$ cat src/design/gpio_pkg.sv
// Shared constants, types and mask functions of the GPIO register block.
package gpio_pkg;

	// Number of pins that exist; pins at or above this count are not stored.
	localparam int PIN_COUNT = 58;

	// Fixed widths, word counts and pins per word.
	localparam int PAD_W   = 58;
	localparam int DATA_W  = 32;
	localparam int OFS_W   = 6;
	localparam int FSEL_W  = 30;
	localparam int CODE_W  = 3;
	localparam int FSEL_WORDS = 6;
	localparam int PULL_WORDS = 4;
	localparam int PINS_PER_FSEL = 10;
	localparam int PINS_PER_PULL = 16;
	localparam int FSEL_PIN_LIMIT = FSEL_WORDS * PINS_PER_FSEL;

	// Access kinds.
	typedef enum logic [1:0] {
		FUNC_IDLE  = 2'd0,
		FUNC_READ  = 2'd1,
		FUNC_WRITE = 2'd2,
		FUNC_NONE  = 2'd3
	} func_t;

	// Function code that turns a pin into an output.
	localparam logic [CODE_W-1:0] CODE_OUTPUT = 3'd1;

	// Register word offsets.
	localparam logic [OFS_W-1:0] OFS_FSEL_LAST = 6'd5;
	localparam logic [OFS_W-1:0] OFS_SET0  = 6'd7;
	localparam logic [OFS_W-1:0] OFS_SET1  = 6'd8;
	localparam logic [OFS_W-1:0] OFS_CLR0  = 6'd10;
	localparam logic [OFS_W-1:0] OFS_CLR1  = 6'd11;
	localparam logic [OFS_W-1:0] OFS_LEV0  = 6'd13;
	localparam logic [OFS_W-1:0] OFS_LEV1  = 6'd14;
	localparam logic [OFS_W-1:0] OFS_PULL0 = 6'd57;
	localparam logic [OFS_W-1:0] OFS_PULL3 = 6'd60;

	typedef logic [FSEL_W-1:0] fsel_word_t;
	typedef logic [DATA_W-1:0] data_word_t;
	typedef logic [PAD_W-1:0]  pin_vec_t;

	// Bits of the pin vector that belong to existing pins.
	function automatic pin_vec_t pin_mask();
		pin_vec_t m;
		m = '0;
		for (int p = 0; p < PAD_W; p++) begin
			if (p < PIN_COUNT)
				m[p] = 1'b1;
		end
		return m;
	endfunction

	localparam pin_vec_t PIN_MASK = pin_mask();

	// Stored bits of one function-select word: three bits per existing pin.
	function automatic fsel_word_t fsel_mask(input logic [2:0] w);
		fsel_word_t m;
		m = '0;
		for (int k = 0; k < PINS_PER_FSEL; k++) begin
			if (int'(w) * PINS_PER_FSEL + k < PIN_COUNT)
				m[CODE_W*k +: CODE_W] = '1;
		end
		return m;
	endfunction

	// Stored bits of one pull-mode word: two bits per existing pin.
	function automatic data_word_t pull_mask(input logic [1:0] w);
		data_word_t m;
		m = '0;
		for (int k = 0; k < PINS_PER_PULL; k++) begin
			if (int'(w) * PINS_PER_PULL + k < PIN_COUNT)
				m[2*k +: 2] = 2'b11;
		end
		return m;
	endfunction

endpackage

$ cat src/design/gpio_register_block.sv
// Top level of the GPIO register block: input register, register file and result register.
// Each accepted item is one bus access (idle sample, read or write) and yields exactly one
// result: the item lands in an input register, the register file is read and updated when
// the item moves into the result register, and the result register holds read data, the error
// flag, the output latch and the output enables as they stand after that access. A new item
// is taken every cycle while results are taken; the result register and the input register
// let one item wait on each side, so in_stall rises only when both are full and out_stall is
// high. Level reads return the pad levels carried with the same item. Offsets outside the map
// read zero, ignore writes and flag access_error.
module gpio_register_block (
	input  logic        clk,
	input  logic        arst_n,
	input  logic        in_valid,
	output logic        in_stall,
	input  logic [1:0]  func,
	input  logic [5:0]  word_offset,
	input  logic [31:0] write_data,
	input  logic [57:0] pad_levels,
	output logic        out_valid,
	input  logic        out_stall,
	output logic [31:0] read_data,
	output logic        access_error,
	output logic [57:0] drive_levels,
	output logic [57:0] drive_enables
);

	// Input register.
	logic                                  valid_s1;
	logic [1:0]                            func_s1;
	logic [gpio_pkg::OFS_W-1:0]            ofs_s1;
	gpio_pkg::data_word_t                  data_s1;
	gpio_pkg::pin_vec_t                    pads_s1;

	// Register file.
	gpio_pkg::fsel_word_t                  fsel_q [gpio_pkg::FSEL_WORDS];
	gpio_pkg::data_word_t                  pull_q [gpio_pkg::PULL_WORDS];
	gpio_pkg::pin_vec_t                    latch_q;

	// Result register.
	logic                                  out_valid_q;
	gpio_pkg::data_word_t                  rd_q;
	logic                                  err_q;
	gpio_pkg::pin_vec_t                    levels_q;
	gpio_pkg::pin_vec_t                    enables_q;

	// Access decode and next-state values.
	logic                                  advance;
	logic                                  is_read;
	logic                                  is_write;
	logic                                  hit_fsel;
	logic                                  hit_setclr;
	logic                                  hit_lev0;
	logic                                  hit_lev1;
	logic                                  hit_pull;
	logic [2:0]                            fsel_idx;
	logic [1:0]                            pull_idx;
	logic [63:0]                           pads_ext;
	logic [63:0]                           data_hi;
	gpio_pkg::data_word_t                  rd_next;
	logic                                  err_next;
	gpio_pkg::pin_vec_t                    latch_next;
	gpio_pkg::fsel_word_t                  fsel_next [gpio_pkg::FSEL_WORDS];
	gpio_pkg::pin_vec_t                    enables_next;

	// Handshake: the input register moves on when the result register is free or being taken.
	assign advance   = valid_s1 && (!out_valid_q || !out_stall);
	assign in_stall  = valid_s1 && !advance;
	assign out_valid = out_valid_q;

	assign read_data     = rd_q;
	assign access_error  = err_q;
	assign drive_levels  = levels_q;
	assign drive_enables = enables_q;

	// Offset decode of the item in the input register.
	always_comb begin
		is_read    = (func_s1 == gpio_pkg::FUNC_READ);
		is_write   = (func_s1 == gpio_pkg::FUNC_WRITE);
		hit_fsel   = (ofs_s1 <= gpio_pkg::OFS_FSEL_LAST);
		hit_setclr = (ofs_s1 == gpio_pkg::OFS_SET0) || (ofs_s1 == gpio_pkg::OFS_SET1) ||
			(ofs_s1 == gpio_pkg::OFS_CLR0) || (ofs_s1 == gpio_pkg::OFS_CLR1);
		hit_lev0   = (ofs_s1 == gpio_pkg::OFS_LEV0);
		hit_lev1   = (ofs_s1 == gpio_pkg::OFS_LEV1);
		hit_pull   = (ofs_s1 >= gpio_pkg::OFS_PULL0) && (ofs_s1 <= gpio_pkg::OFS_PULL3);
		fsel_idx   = ofs_s1[2:0];
		pull_idx   = ofs_s1[1:0] - gpio_pkg::OFS_PULL0[1:0];
		pads_ext   = {{(64 - gpio_pkg::PAD_W){1'b0}}, pads_s1 & gpio_pkg::PIN_MASK};
		data_hi    = {data_s1, 32'd0};
	end

	// Read data and error flag.
	always_comb begin
		rd_next  = '0;
		err_next = 1'b0;
		if (is_read) begin
			priority if (hit_fsel)
				rd_next = {2'b00, fsel_q[fsel_idx]};
			else if (hit_setclr)
				rd_next = '0;
			else if (hit_lev0)
				rd_next = pads_ext[31:0];
			else if (hit_lev1)
				rd_next = pads_ext[63:32];
			else if (hit_pull)
				rd_next = pull_q[pull_idx];
			else
				err_next = 1'b1;
		end else if (is_write) begin
			err_next = !(hit_fsel || hit_setclr || hit_lev0 || hit_lev1 || hit_pull);
		end
	end

	// Output latch after this access: set and clear words touch only existing pins.
	always_comb begin
		latch_next = latch_q;
		if (is_write) begin
			unique case (1'b1)
				(ofs_s1 == gpio_pkg::OFS_SET0):
					latch_next = latch_q | {{(gpio_pkg::PAD_W - 32){1'b0}}, data_s1};
				(ofs_s1 == gpio_pkg::OFS_SET1):
					latch_next = latch_q | data_hi[gpio_pkg::PAD_W-1:0];
				(ofs_s1 == gpio_pkg::OFS_CLR0):
					latch_next = latch_q & ~{{(gpio_pkg::PAD_W - 32){1'b0}}, data_s1};
				(ofs_s1 == gpio_pkg::OFS_CLR1):
					latch_next = latch_q & ~data_hi[gpio_pkg::PAD_W-1:0];
				default:
					latch_next = latch_q;
			endcase
			latch_next = latch_next & gpio_pkg::PIN_MASK;
		end
	end

	// Function words after this access, and the output enables they give.
	always_comb begin
		for (int w = 0; w < gpio_pkg::FSEL_WORDS; w++) begin
			fsel_next[w] = fsel_q[w];
		end
		if (is_write && hit_fsel)
			fsel_next[fsel_idx] = data_s1[gpio_pkg::FSEL_W-1:0] & gpio_pkg::fsel_mask(fsel_idx);
		enables_next = '0;
		for (int p = 0; p < gpio_pkg::PAD_W; p++) begin
			if (p < gpio_pkg::FSEL_PIN_LIMIT && p < gpio_pkg::PIN_COUNT)
				enables_next[p] = (fsel_next[p / gpio_pkg::PINS_PER_FSEL]
					[gpio_pkg::CODE_W * (p % gpio_pkg::PINS_PER_FSEL) +: gpio_pkg::CODE_W]
					== gpio_pkg::CODE_OUTPUT);
		end
	end

	// Input register control.
	always_ff @(posedge clk or negedge arst_n) begin
		if (!arst_n) begin
			valid_s1 <= 1'b0;
		end else if (!in_stall) begin
			valid_s1 <= in_valid;
		end
	end

	// Input register payload.
	always_ff @(posedge clk) begin
		if (in_valid && !in_stall) begin
			func_s1 <= func;
			ofs_s1  <= word_offset;
			data_s1 <= write_data;
			pads_s1 <= pad_levels;
		end
	end

	// Register file update, done when the item moves into the result register.
	always_ff @(posedge clk or negedge arst_n) begin
		if (!arst_n) begin
			for (int w = 0; w < gpio_pkg::FSEL_WORDS; w++) begin
				fsel_q[w] <= '0;
			end
			for (int w = 0; w < gpio_pkg::PULL_WORDS; w++) begin
				pull_q[w] <= '0;
			end
			latch_q <= '0;
		end else if (advance) begin
			for (int w = 0; w < gpio_pkg::FSEL_WORDS; w++) begin
				fsel_q[w] <= fsel_next[w];
			end
			if (is_write && hit_pull)
				pull_q[pull_idx] <= data_s1 & gpio_pkg::pull_mask(pull_idx);
			latch_q <= latch_next;
		end
	end

	// Result register control.
	always_ff @(posedge clk or negedge arst_n) begin
		if (!arst_n) begin
			out_valid_q <= 1'b0;
		end else if (advance) begin
			out_valid_q <= 1'b1;
		end else if (!out_stall) begin
			out_valid_q <= 1'b0;
		end
	end

	// Result register payload.
	always_ff @(posedge clk) begin
		if (advance) begin
			rd_q      <= rd_next;
			err_q     <= err_next;
			levels_q  <= latch_next;
			enables_q <= enables_next;
		end
	end

	// The shown output levels always match the latch, since both load together.
	a_levels_track_latch: assert property (@(posedge clk) disable iff (!arst_n)
		out_valid_q |-> (levels_q == latch_q))
		else $error("drive_levels differs from the output latch");

	// A held result keeps the register file frozen.
	a_state_frozen_on_stall: assert property (@(posedge clk) disable iff (!arst_n)
		(out_valid_q && out_stall) |=> ($stable(latch_q) && $stable(enables_q)))
		else $error("register state changed while the result was stalled");

	// An unmapped access never returns data.
	a_error_reads_zero: assert property (@(posedge clk) disable iff (!arst_n)
		(out_valid_q && err_q) |-> (rd_q == '0))
		else $error("error result carries nonzero read data");

	// Back-pressure to the source only when the input register holds an item.
	a_stall_needs_item: assert property (@(posedge clk) disable iff (!arst_n)
		in_stall |-> (valid_s1 && out_valid_q && out_stall))
		else $error("input stalled without a waiting item");

endmodule

$ cat config.mk
export PLATFORM = sky130hd
export DESIGN_NAME = gpio_register_block
export DESIGN_NICKNAME = d
export VERILOG_FILES = /design/src/design/gpio_pkg.sv /design/src/design/gpio_register_block.sv
export SDC_FILE = /design/constraint.sdc
export NUM_CORES = 1
export LEC_CHECK = 0
export BUFFER_PORTS_ARGS = -buffer_cell sky130_fd_sc_hd__buf_2
export CAP_MARGIN = 20
export CORE_ASPECT_RATIO = 0.8
export CORE_MARGIN = 3
export CORE_UTILIZATION = 53
export CTS_CLUSTER_SIZE = 25
export DETAILED_ROUTE_END_ITERATION = 8
export PLACE_DENSITY_LB_ADDON = 0.15
export SYNTH_ARGS = -nofsm -noshare
export SYNTH_HDL_FRONTEND = slang
export SYNTH_SLANG_ARGS = --single-unit
$ cat constraint.sdc
create_clock -name clk -period 7.2 [get_ports clk]
set_input_delay 1.08 -clock clk [delete_from_list [all_inputs] [get_ports clk]]
set_output_delay 1.08 -clock clk [all_outputs]
set_load 0.02 [all_outputs]
==> results of run 1 <==
## how the worst max path moves through the flow
stage,to,slack (ps),cells past startpoint
2_1_floorplan,fsel_q[0]$_DFFE_PN0P_,1400,7
6_report,pull_q[8]$_DFFE_PN0P_,3220,7
5_1_grt,pull_q[8]$_DFFE_PN0P_,2990,7
3_3_place_gp,pull_q[8]$_DFFE_PN0P_,3240,7
4_1_cts,pull_q[8]$_DFFE_PN0P_,3220,7
3_5_place_dp,pull_q[8]$_DFFE_PN0P_,3250,7
## report_power, final
part / internal, mW / leakage (nW) / switching (mW)
Clock: 1.70 / 0.925 / 1.34
Sequential: 3.86 / 7.51 / 0.134
Combinational: 0.206 / 4.54 / 0.415
Total: 5.77 / 13.0 / 1.89
## registers in the layout, indices dropped and copies added, names as in the netlist, 2 cells and up
signal / flops
ofs_s1: 6
func_s1: 2
latch_q: 58
drive_enables: 58
pads_s1: 58
drive_levels: 58
pull_q: 128
fsel_q: 180
read_data: 32
data_s1: 32
## cells by family after synthesis
| logic type | after synthesis | share of synthesized area |
|---|---|---|
| adders and majority gates | 5 | 0.00238 |
| and+or+nand+nor | 293 | 0.0570 |
| DFF | 615 | 0.632 |
| muxes | 383 | 0.177 |
| buffers and inverters | 161 | 0.0249 |
| AOI/OAI and AO/OA | 438 | 0.107 |
## per-layer routing
metal / vias to the layer above / GRT usage / share of wire
li1: 7632 / - / -
met1: 9021 / 0.424 / 0.44
met2: 806 / 0.412 / 0.44
met5: - / 0 / 0.00041
met3: 135 / 0.0600 / 0.084
met4: 6 / 0.0973 / 0.033
## cell usage after synthesis, types with 8 or more instances
cell type / instances / area [sq um]
a221oi_1: 15 / 131
a222oi_1: 24 / 240
a22oi_1: 22 / 165
a31oi_1: 124 / 776
and2_1: 21 / 131
buf_1: 10 / 37.5
buf_2: 35 / 175
clkbuf_1: 105 / 394
dfrtp_1: 368 / 9210
edfxtp_1: 247 / 7420
inv_1: 8 / 30.0
mux2_1: 64 / 721
mux2_2: 243 / 2740
mux2i_1: 41 / 410
mux4_2: 35 / 788
nand2_1: 51 / 191
nand3_1: 60 / 300
nor2_1: 87 / 327
nor2b_1: 25 / 156
o21ai_0: 177 / 886
o22ai_1: 16 / 100
o2bb2ai_1: 17 / 149
o32ai_1: 15 / 131
## cells in the final DEF, fill, tap and decap left out, types with 27 or more instances in the layout
cell type,count
buf_4,27
mux4_2,35
edfxtp_1,247
nand2_1,50
clkbuf_16,61
mux2i_1,41
buf_2,251
o21ai_0,177
dfrtp_1,368
a31oi_1,124
nor2_1,85
mux2_1,64
mux2_2,243
nand3_1,59
## per-stage QoR
step           cell area, sq um  hold WS, ps  instances  worst slack, ps
3_3_place_gp              28000          449       2654             3240
3_5_place_dp              28100          468       2655             3250
6_report                  29900          485       2769             3220
2_1_floorplan             26300          441       1895             1400
4_1_cts                   29900          483       2769             3220
5_1_grt                   29900          502       2769             2990
## critical path, cell delays in order, from the launching register on
cell and delay, ps:
edfxtp_1 370, buf_12 620, ha_1 620, nor2_1 160
a211oi_4 250, buf_4 430, nand3_2 770, mux2_1 580
## final cells by class
| cell class | count | area share |
|---|---|---|
| Inverter | 9 | 0.00130 |
| Tap cell | 629 | 0.0263 |
| Clock buffer | 90 | 0.0570 |
| Sequential cell | 615 | 0.555 |
| Clock inverter | 24 | 0.00585 |
| Timing Repair Buffer | 283 | 0.0517 |
| Multi-Input combinational cell | 1119 | 0.303 |
==> results by group, run 1 <==
GRT
  • Initial antenna violation count: 6
  • Total track usage: 0.283
  • Grt total ovfl: 0
  • First-pass GRT wire length: 109 mm
  • Largest net degree at the start of global routing: 132
  • Vias in the first global route: 17100

Clock tree
  • CTS Hold Bufs: 0
  • Clock Tree Buf Depth: 3
  • Clock latency on the worst-skew pair: 630 ps
  • Post-CTS sizing: 0
  • CTS tree: done
  • Setup bufs post-CTS: 0
  • TritonCTS Sinks: 615
  • Clk root buf: clkbuf_16
  • Reg clk slew, reported paths: 60 ps
  • H-tree depth: 2
  • Total CTS buffers: 60

Critical path
  • Worst reg2reg endpoint: pull_q[8]$_DFFE_PN0P_
  • Setup CP Type: register to register
  • RR Startpoint: ofs_s1[0]$_DFFE_PP_
  • R2R cell count: 7
  • Worst-path maximum fanout: 116
  • Critical path data required time: 7710 ps
  • Crit path from: ofs_s1[0]$_DFFE_PP_
  • Crit start category: register
  • R2r setup slk: 3220 ps
  • Critical path arrival: 4480 ps
  • Crit. End Element: register

Pwr
  • Pwr Density: 256 nW/um^2
  • Leakage power: 13.0 nW
  • Overall power: 7.65 mW
  • Peak VDD IR: 0.272 mV

Timing
  • Final Max Slew Viols: 0
  • Achievable Freq: 0.251 GHz
  • Worst-margin pin slew: 1420 ps
  • Final worst-path cycle share: 0.552
  • Post-Route Setup TNS: 0 ps
  • Final Skew: 17.7 ps
  • Fin crit period: 3980 ps
  • Hold Vio Cnt, Final: 0
  • Final setup viols: 0
  • Slew margin rel.: 0.0566
  • Unrepaired setup endpoints after global routing: false

Floorplan
  • Area of the die: 52300 sq um
  • Core area: 48600 sq um
  • Die width: 255 microns
  • FP Rows: 72
  • Initial Utilization: 0.541
  • Die Y: 205 microns
  • IO Pins: 253

Finish
  • P&R area growth vs syn: 13.8%
  • # diodes: 0
  • Flip-flop and latch area: 16600 sq um
  • Multi-input logic area: 9060 sq um
  • Share of cells above drive strength 1: 0.315
  • Final Util: 0.616
  • # fillers: 3785
  • Final net count: 2195

Synthesis
  • Synth Instances: 1895
  • Cell Area, Synth: 26300 sq um
  • Number of synthesized flops with an enable pin: 247
  • Synthesized flop and latch total: 615
  • Register area share after synthesis: 0.632
  • Syn avg cell area: 13.9 sq um
  • Synthesis Warnings: 0
  • Synth cell types: 59
  • Syn Nets: 2002
  • Synth async-reset ratio: 0.598
  • Synth Flop Type: dfrtp_1

Detailed routing
  • DRT iter0 DRCs: 1854
  • Wire per inst: 26.7 microns
  • Vias per cell: 6.36
  • TritonRoute pass-1 iters: 6
  • Final wirelength: 73.9 mm
  • Post-route ant nets: 0
  • DRC: 0
  • Total number of vias: 17600

Run
  • Max-cap violation count: 0

Placement
  • DPL Wire Length: 47.8 mm
  • Port Buffers: 252
  • Final GP Congestion: 0.867

Worst hold path
  • Worst hold start: pull_q[28]$_DFFE_PN0P_
  • Endpoint, Worst Hold: pull_q[28]$_DFFE_PN0P_
  • Hold Crit Class: register to register
  • Hold depth: 1

Status
  • Status: completed
Power figures use the tool's default switching activity.
==> run 2: changes to the inputs <==
Clock period 7.2 ns to 3.85 ns, I/O delays scaled along.
==> run 2 against run 1 <==
Effect of this change: clock skew is essentially flat; final area increased by 1.2%; critical path depth shrank 4; clock power grew 84%; non-clock buffer count is 48 higher; cell count is 1.8% higher; critical path type unchanged; critical endpoint is now drive_levels[54]$_DFFE_PP_; largest cell class unchanged; largest power group unchanged.
==> results by group, run 2 (synthesized netlist as in run 1, its figures left out) <==
Floorplan
  • Core area: 48600 sq um
  • Area of the die: 52300 sq um
  • Die width: 255 microns
  • FP Rows: 72
  • Initial Utilization: 0.541
  • IO Pins: 253
  • Die Y: 205 microns

GRT
  • Total track usage: 0.291
  • Grt total ovfl: 0
  • First-pass GRT wire length: 113 mm
  • Initial antenna violation count: 3
  • Vias in the first global route: 17700
  • Largest net degree at the start of global routing: 157

Clock tree
  • Post-CTS sizing: 0
  • Clock latency on the worst-skew pair: 630 ps
  • CTS tree: done
  • TritonCTS Sinks: 615
  • H-tree depth: 2
  • Clock Tree Buf Depth: 3
  • Clk root buf: clkbuf_16
  • Total CTS buffers: 60
  • Reg clk slew, reported paths: 60 ps

Finish
  • Multi-input logic area: 9060 sq um
  • Max reg flops: 180
  • Top reg by flops: fsel_q
  • Flip-flop and latch area: 16600 sq um
  • Share of cells above drive strength 1: 0.327
  • # fillers: 3688
  • Final net count: 2243
  • Largest registers: fsel_q: 180 flops, pull_q: 128 flops
  • Most common cell after layout, fill and taps aside: dfrtp_1
  • Most frequent cells in the layout: dfrtp_1 (368), buf_2 (251), edfxtp_1 (247), mux2_2 (243), o21ai_0 (177)
  • P&R area growth vs syn: 15.2%

Detailed routing
  • Vias per cell: 6.36
  • Wire per inst: 26.8 microns
  • DRC: 0
  • Final wirelength: 75.4 mm
  • TritonRoute pass-1 iters: 7
  • Post-route ant nets: 0
  • DRT iter0 DRCs: 2067
  • Total number of vias: 17900

Critical path
  • Worst-path maximum fanout: 27
  • RR Startpoint: ofs_s1[2]$_DFFE_PP_
  • Crit path from: ofs_s1[2]$_DFFE_PP_
  • Critical path data required time: 4280 ps
  • Critical path arrival: 3650 ps
  • Setup CP Type: register to register
  • Crit. End Element: register
  • Crit start category: register

Placement
  • Port Buffers: 252
  • Final GP Congestion: 0.874
  • DPL Wire Length: 50.2 mm

Worst hold path
  • Hold Crit Class: input port to register
  • Worst hold start: pad_levels[14]

Pwr
  • Overall power: 14.2 mW
  • Leakage power: 13.2 nW
  • Pwr Density: 470 nW/um^2
  • Peak VDD IR: 0.373 mV

Timing
  • Worst hold slack: 132 ps
  • Achievable Freq: 0.311 GHz
  • Fin crit period: 3220 ps
  • Final Max Slew Viols: 0
  • Final Skew: 18.1 ps
  • Unrepaired setup endpoints after global routing: false
  • Hold Vio Cnt, Final: 0
  • Worst-margin pin slew: 1170 ps
  • Final setup viols: 0
  • Slew margin rel.: 0.217
  • Final worst-path cycle share: 0.835

Run
  • Max-cap violation count: 0

Status
  • Status: completed
run 2: report_power, final:
| group | internal [mW] | total (mW) | switching, mW | leakage, nW |
|---|---|---|---|---|
| logic | 0.412 | 1.19 | 0.780 | 4.77 |
| clock network | 3.10 | 5.59 | 2.48 | 0.904 |
| registers | 7.21 | 7.47 | 0.259 | 7.51 |
run 2: worst max-delay path, stage by stage (launching register included):
cell and delay (ps):
edfxtp_1 710, nor4b_1 1030, nand2_1 840, o21ai_0 440
run 2: what timing repair did:
action / CTS / global route
hold buffers: 1 / 0
hold endpoints to repair: 1 / 0
buffers inserted: 0 / 0
run 2: metal layers:
layer | wire [microns] | GRT usage | up-vias
li1 | - | - | 7747
met1 | 33000 | 0.436 | 9191
met2 | 34100 | 0.435 | 884
met3 | 6620 | 0.0561 | 104
met4 | 1790 | 0.0855 | 2
met5 | 13 | 0 | -
run 2: final timing paths:
| check | to | slack (ps) | depth (start not counted) |
|---|---|---|---|
| max | drive_levels[54]$_DFFE_PP_ | 630 | 3 |
| min | pads_s1[14]$_DFFE_PP_ | 130 | 1 |
| max reg2reg | drive_levels[54]$_DFFE_PP_ | 630 | 3 |
| min reg2reg | pull_q[94]$_DFFE_PN0P_ | 490 | 1 |
| max in group asynchronous | latch_q[24]$_DFFE_PN0P_ | 2250 | 3 |
| min in group asynchronous | fsel_q[132]$_DFFE_PN0P_ | 550 | 2 |
run 2: final cells by class:
cell class                 instances  area share
timing repair buffer             331      0.0641
antenna                            1   0.0000826
inverter                           9     0.00124
tap                              629      0.0260
sequential                       615       0.549
clock inverter                    22     0.00454
clock buffer                      92      0.0562
multi-input combinational       1119       0.299
run 2: stage by stage:
step                std cells  setup slack, ps  setup TNS, ps  instance area, sq um  utilization
floorplan                1895             -162          -3860                 26300            -
global placement         2702              805              0                 28400        0.585
detailed placement       2702              738              0                 28400        0.585
CTS                      2817              642              0                 30300        0.623
global route             2818              380              0                 30300        0.623
finish                   2818              635              0                 30300        0.623
